[src/sv/wfpa_pkg.sv]
// Package for the worst-fit partition allocator.
// Holds sizing constants, operation/status/config codes, and the
// command/status structs between controller and datapath. No dependencies.
package wfpa_pkg;

    localparam int MAX_PARTS = 64;
    localparam int MAX_PROCS = 256;
    localparam int SIZE_BITS = 16;

    localparam int PART_BITS = $clog2(MAX_PARTS);
    localparam int CNT_BITS  = $clog2(MAX_PARTS + 1);
    localparam int PROC_BITS = $clog2(MAX_PROCS);
    localparam int PCNT_BITS = $clog2(MAX_PROCS + 1);

    localparam int CFG_IDX_BITS  = 2;
    localparam int CFG_DATA_BITS = 16;

    localparam logic [CFG_IDX_BITS-1:0] CFG_TOTAL_MEMORY = 2'd0;
    localparam logic [CFG_IDX_BITS-1:0] CFG_BLOCK_COUNT  = 2'd1;

    localparam logic [6:0] BLOCK_COUNT_RESET = 7'd64;

    localparam logic [1:0] OP_LOAD    = 2'd0;
    localparam logic [1:0] OP_ALLOC   = 2'd1;
    localparam logic [1:0] OP_RELEASE = 2'd2;

    localparam logic [1:0] ST_OK     = 2'd0;
    localparam logic [1:0] ST_NOFIT  = 2'd1;
    localparam logic [1:0] ST_NOLIVE = 2'd2;
    localparam logic [1:0] ST_FULL   = 2'd3;

    typedef struct packed {
        logic capture;     // latch input word
        logic scan_start;  // clear worst-fit search
        logic scan_rd;     // read next partition size
        logic rel_rd;      // read process table entry
        logic commit;      // apply item, load result register
        logic rc_step;     // one step of free partition recount
        logic cfg_we;      // config write
    } wfpa_cmd_t;

    typedef struct packed {
        logic full;
        logic scan_last;
        logic rc_last;
    } wfpa_sts_t;

    // block_count of 0 counts as 1, above MAX_PARTS as MAX_PARTS
    function automatic logic [CNT_BITS-1:0] used_parts(input logic [6:0] bc);
        logic [CNT_BITS-1:0] n;
        if (bc == 7'd0) begin
            n = CNT_BITS'(1);
        end else if (int'(bc) > MAX_PARTS) begin
            n = CNT_BITS'(MAX_PARTS);
        end else begin
            n = CNT_BITS'(bc);
        end
        return n;
    endfunction

endpackage

[src/sv/wfpa_ctrl.sv]
// Controller for the worst-fit partition allocator: item sequencing,
// partition scan, recount sweep and result handshake. Uses wfpa_pkg.
module wfpa_ctrl (
    input  logic                                 aclk,
    input  logic                                 aresetn,
    input  logic                                 s_valid,
    output logic                                 s_ready,
    input  logic [1:0]                           s_operation,
    output logic                                 m_valid,
    input  logic                                 m_ready,
    input  logic                                 cfg_valid,
    output logic                                 cfg_ready,
    input  logic [wfpa_pkg::CFG_IDX_BITS-1:0]    cfg_index,
    input  wfpa_pkg::wfpa_sts_t                  sts,
    output wfpa_pkg::wfpa_cmd_t                  cmd
);
    import wfpa_pkg::*;

    typedef enum logic [2:0] {
        S_IDLE,
        S_SCAN,
        S_LAST,
        S_REL,
        S_COMMIT,
        S_RECOUNT
    } state_t;

    state_t state_reg, state_next;
    logic   m_valid_reg, m_valid_next;
    logic   in_acc, cfg_acc, out_free;

    // config write wins over an input word in the same cycle
    assign s_ready   = (state_reg == S_IDLE) && !cfg_valid;
    assign cfg_ready = (state_reg == S_IDLE);
    assign m_valid   = m_valid_reg;

    assign in_acc   = s_valid && s_ready;
    assign cfg_acc  = cfg_valid && cfg_ready;
    assign out_free = !m_valid_reg || m_ready;

    always_comb begin
        cmd.capture    = in_acc;
        cmd.scan_start = in_acc && (s_operation == OP_ALLOC) && !sts.full;
        cmd.scan_rd    = (state_reg == S_SCAN);
        cmd.rel_rd     = (state_reg == S_REL);
        cmd.commit     = (state_reg == S_COMMIT) && out_free;
        cmd.rc_step    = (state_reg == S_RECOUNT);
        cmd.cfg_we     = cfg_acc;
    end

    always_comb begin
        state_next = state_reg;
        case (state_reg)
            S_IDLE: begin
                if (in_acc) begin
                    if (cmd.scan_start) begin
                        state_next = S_SCAN;
                    end else if (s_operation == OP_RELEASE) begin
                        state_next = S_REL;
                    end else begin
                        state_next = S_COMMIT;
                    end
                end else if (cfg_acc && cfg_index == CFG_BLOCK_COUNT) begin
                    state_next = S_RECOUNT;
                end
            end
            S_SCAN: begin
                if (sts.scan_last) begin
                    state_next = S_LAST;
                end
            end
            S_LAST:   state_next = S_COMMIT;
            S_REL:    state_next = S_COMMIT;
            S_COMMIT: begin
                if (out_free) begin
                    state_next = S_IDLE;
                end
            end
            S_RECOUNT: begin
                if (sts.rc_last) begin
                    state_next = S_IDLE;
                end
            end
            default:  state_next = S_IDLE;
        endcase
    end

    always_comb begin
        if (cmd.commit) begin
            m_valid_next = 1'b1;
        end else if (m_ready) begin
            m_valid_next = 1'b0;
        end else begin
            m_valid_next = m_valid_reg;
        end
    end

    always_ff @(posedge aclk) begin
        if (!aresetn) begin
            state_reg   <= S_IDLE;
            m_valid_reg <= 1'b0;
        end else begin
            state_reg   <= state_next;
            m_valid_reg <= m_valid_next;
        end
    end

endmodule

[config.mk]
export PLATFORM = sky130hd
export DESIGN_NAME = wfpa_ctrl
export DESIGN_NICKNAME = d
export VERILOG_FILES = /design/src/sv/wfpa_pkg.sv /design/src/sv/wfpa_ctrl.sv
export SDC_FILE = /design/constraint.sdc
export NUM_CORES = 1
export LEC_CHECK = 0
export ABC_AREA = 1
export BUFFER_PORTS_ARGS = -buffer_cell sky130_fd_sc_hd__buf_2
export CORE_AREA = 2 2 39 41
export DETAILED_ROUTE_END_ITERATION = 16
export DIE_AREA = 0 0 41 43
export PLACE_DENSITY = 0.63
export SYNTH_ARGS = -nofsm -noshare
export SYNTH_HDL_FRONTEND = slang
export SYNTH_SLANG_ARGS = --single-unit
[constraint.sdc]
create_clock -name aclk -period 2.25 [get_ports aclk]
set_input_delay 0.675 -clock aclk [delete_from_list [all_inputs] [get_ports aclk]]
set_output_delay 0.675 -clock aclk [all_outputs]
set_load 0.03 [all_outputs]
After elaboration in Yosys (flattened, before gate mapping)

Cells that the tools add are included.

Eq/ne operators: 12
Muxes and demuxes: 10
Reduce and logical (&&, ||, !) cells: 15

Operators with widths:

| cell                                                                     | count |
|---|---|
| 3-bit two-way mux                                                        | 7 |
| 3-bit case mux with 5 select lines                                       | 1 |
| 1-bit logical AND                                                        | 7 |
| 3-bit by 2-bit == test with 1-bit output (second input constant)         | 2 |
| 3-bit == test (second input constant)                                    | 2 |
| 2-bit inequality test (second input constant)                            | 3 |
| 2-bit by 1-bit == test with 1-bit output (second input constant)         | 2 |
| 4-bit AND reduction                                                      | 1 |
| 3-bit by 1-bit == test with 1-bit output (second input constant)         | 1 |
| 1-bit logical NOT                                                        | 3 |
| 3-bit logical NOT                                                        | 1 |
| 3-bit by 1-bit inequality test with 1-bit output (second input constant) | 1 |
| 2-bit == test (second input constant)                                    | 1 |
| 1-bit two-way mux                                                        | 2 |
| 2-bit nonzero test                                                       | 1 |
| 2-bit OR reduction                                                       | 1 |
| 1-bit logical OR                                                         | 1 |

Bits in registers: 4
Input bits: 12
Output and inout bits: 10
Logic and storage cells: 39

Depth between registers and ports, before layout

Depth in word-level cells: 8
Mapped depth: 8
Mapped depth without buffers: 8

Worst setup path before layout

No wires, ideal clock.

Path kind: input -> output
From: input port s_operation[1]
To: output port cmd[5] (netlist name)
Arrival: 1.620 ns
Data required time: 1.575 ns
Setup slack: -0.045 ns
Stages on the path: 3
Path buffers: 0
Cells stage by stage: nor3_1 -> inv_1 -> nor3_1

RTL lines:

| what            | line            | text |
|---|---|---|
| start, declared | wfpa_ctrl.sv:8  | `input logic [1:0] s_operation,` |
| end, declared   | wfpa_ctrl.sv:15 | `output wfpa_pkg::wfpa_cmd_t cmd` |

==> metrics.cfg <==
[run_status]
status=completed

[final_layout]
largest_register_ff_count=3
drive_above_1_share=0.4937
layout.nets=93
post-route-util=0.3562
diodes=0
final-instance-count-excl-fill=95
syn2layout_area_growth_pct=37.76

[grt]
grt_usage=0.1163
grt.met2_usage=0.1719
use_met1=0.1282
use_met3=0.04712
grt_max_degree=6
grt_pass1_vias=346
overflow=0
grt_pass1_wl_um=1331
busiest_layer=met2
antenna_found_initial=0

[drt]
wl_um=824
wire_per_inst_um=8.674
first_pass_iters=4
drt_iter0_markers=6
vias_per_cell=4.316
drtAntennaViolNets=0
drc=0
vias=410

[die]
num_rows=14
die_h_um=43
dieArea_sq_mm=0.001763
io_pins=22
core_sq_mm=0.001384
initial_core_util=0.2586
die-width_um=41

[place]
gp_congestion=0.7952
port-buffer-count=21
dp.cells=92
dp_hpwl_um=687.5

[timing]
fin_crit_sh=0.9091
relSlewSlack=0.8543
timing.fmax_ghz=0.4889
drv_slew=0
worstMarginPinSlew_ns=0.2182
rsz0062_at_grt=no
finalClockSkew_ns=0.007518
hold_violations=0
fin_setup_tns_ns=0
setup_viol=0
layout_min_cycle_time_ns=2.046

[critical_path]
worstSetupStartpointType=input port
worst_ep_required_time_ns=1.57
crit_type=in2out
end_kind=output port
crit_path_max_fanout=2
crit_arrival_ns=1.37

[clock_tree]
clkLatencyLatePin_ns=0.24
path_clk_slew_ns=0.03
cts_resized=0
numCtsBuffers=3
clock-sinks=4
cts_tree=yes
cts_setup_buffers=0
cts-root-buf=clkbuf_4
cts_hold_buf=0
clock_path_buffers=2
cts-htree-levels=1

[power_and_ir_drop]
report.power.total_uw=654.4
ir_worst_vdd_mv=0.5304
clkPwrFrac=0.142
powerDensity_mw_per_mm2=1327
p_int_uw=291.2
net-switching-power_uw=363.2
leakagePower_nw=0.2863
seq_power_share=0.198
p_sw_frac=0.5550
p_comb_frac=0.660

[yosys]
syn-num-nets=70
avgSynthCellArea_sq_um=6.170
yosysUniqueCellTypes=16
synth_edf_count=0
syn_inst=58
yosysWarnings=0
synth_mux_area_frac=0
synth_top_family_by_area=simple AND/OR/NAND/NOR gates
synth_compound_area_frac=0.1189
synthFlopType=dfxtp_1
yosysTopAreaCellShare=0.2238
synth_top_cell_by_area=dfxtp_1
synth_seq_cells=4
yosys.area_share.simple=0.4580
seq_area_frac_synth=0.2238
post-synth-top-count-cell=inv_1
synthTopCellsByCount=inv_1 (10), nand2_1 (9), a21oi_1 (5), nor2_2 (5)
yosys.area_share.xor_xnor=0
synthAdderAreaFrac=0
synth_area_sq_um=357.8
yosys-top-cells-area=dfxtp_1 (22%), inv_1 (10%), nand2_1 (9.4%)
synthArstFlopShare=0

[flow_run]
maxCapViolations=0

[worst_hold_path]
hold_class=reg2reg

==> metrics by stage <==
step	cell area, sq um	setup slack [ns]	hold slack [ns]
4_1_cts	488.0	0.1459	0.5293
5_1_grt	493.0	0.1147	0.5741
3_5_place_dp	465.4	0.1458	0.5240
3_3_place_gp	465.4	0.1751	0.5159
6_report	493.0	0.2044	0.5215
2_1_floorplan	362.8	0.2080	0.5397
==> layout make-up <==
| type | instances | area, sq um |
|---|---|---|
| inverters | 13 | 48.80 |
| clock buffers | 3 | 22.52 |
| repair buffers | 21 | 105.1 |
| well taps | 16 | 20.02 |
| flip-flops and latches | 4 | 80.08 |
| multi-input cells | 38 | 216.5 |
| fillers | 163 | 890.9 |
==> worst paths after layout <==
path	start	to	slack (ns)	cells past startpoint
hold / removal	m_valid$_SDFFE_PN0P_	m_valid$_SDFFE_PN0P_	0.52	2
setup / recovery	s_operation[1]	cmd[5]	0.20	5
setup reg to reg	state_reg[0]$_SDFFE_PN0P_	state_reg[0]$_SDFFE_PN0P_	1.08	8
hold reg to reg	m_valid$_SDFFE_PN0P_	m_valid$_SDFFE_PN0P_	0.52	2
==> cells by family after synthesis <==
kind of cell / after synthesis
buffers and inverters: 16
AOI/OAI and AO/OA: 7
DFF: 4
and+or+nand+nor: 31
==> power groups by stage <==
stage / Clock (mW) / Sequential, mW / Combinational [mW]
3_3_place_gp: 0 / 0.130 / 0.431
2_1_floorplan: 0 / 0.137 / 0.351
6_report: 0.0931 / 0.129 / 0.432
3_5_place_dp: 0 / 0.130 / 0.433
5_1_grt: 0.102 / 0.135 / 0.473
4_1_cts: 0.0973 / 0.130 / 0.434
==> routing by layer <==
layer  share of wire  wire length [um]
met3           0.068                56
met5               0                 0
met2            0.50               413
met4           0.018                15
met1            0.41               339
==> layout by cell type (no fill, tap or decap) <==
master / n
inv_2: 3
clkbuf_4: 3
nor2_4: 1
nand3_2: 1
a21oi_1: 5
nor2_2: 5
o21ai_1: 1
dfxtp_1: 4
nor3_1: 2
nor3_2: 2
nand3_1: 3
nor2_1: 4
nand2_1: 9
o211ai_2: 1
buf_2: 21
nand2_2: 2
inv_1: 10
nand3b_1: 2
==> critical path: stages <==
cell	delay, ns
buf_2	0.11
nor3_2	0.20
inv_1	0.09
nor3_2	0.09
buf_2	0.21
(Power assumes the default switching activity.)
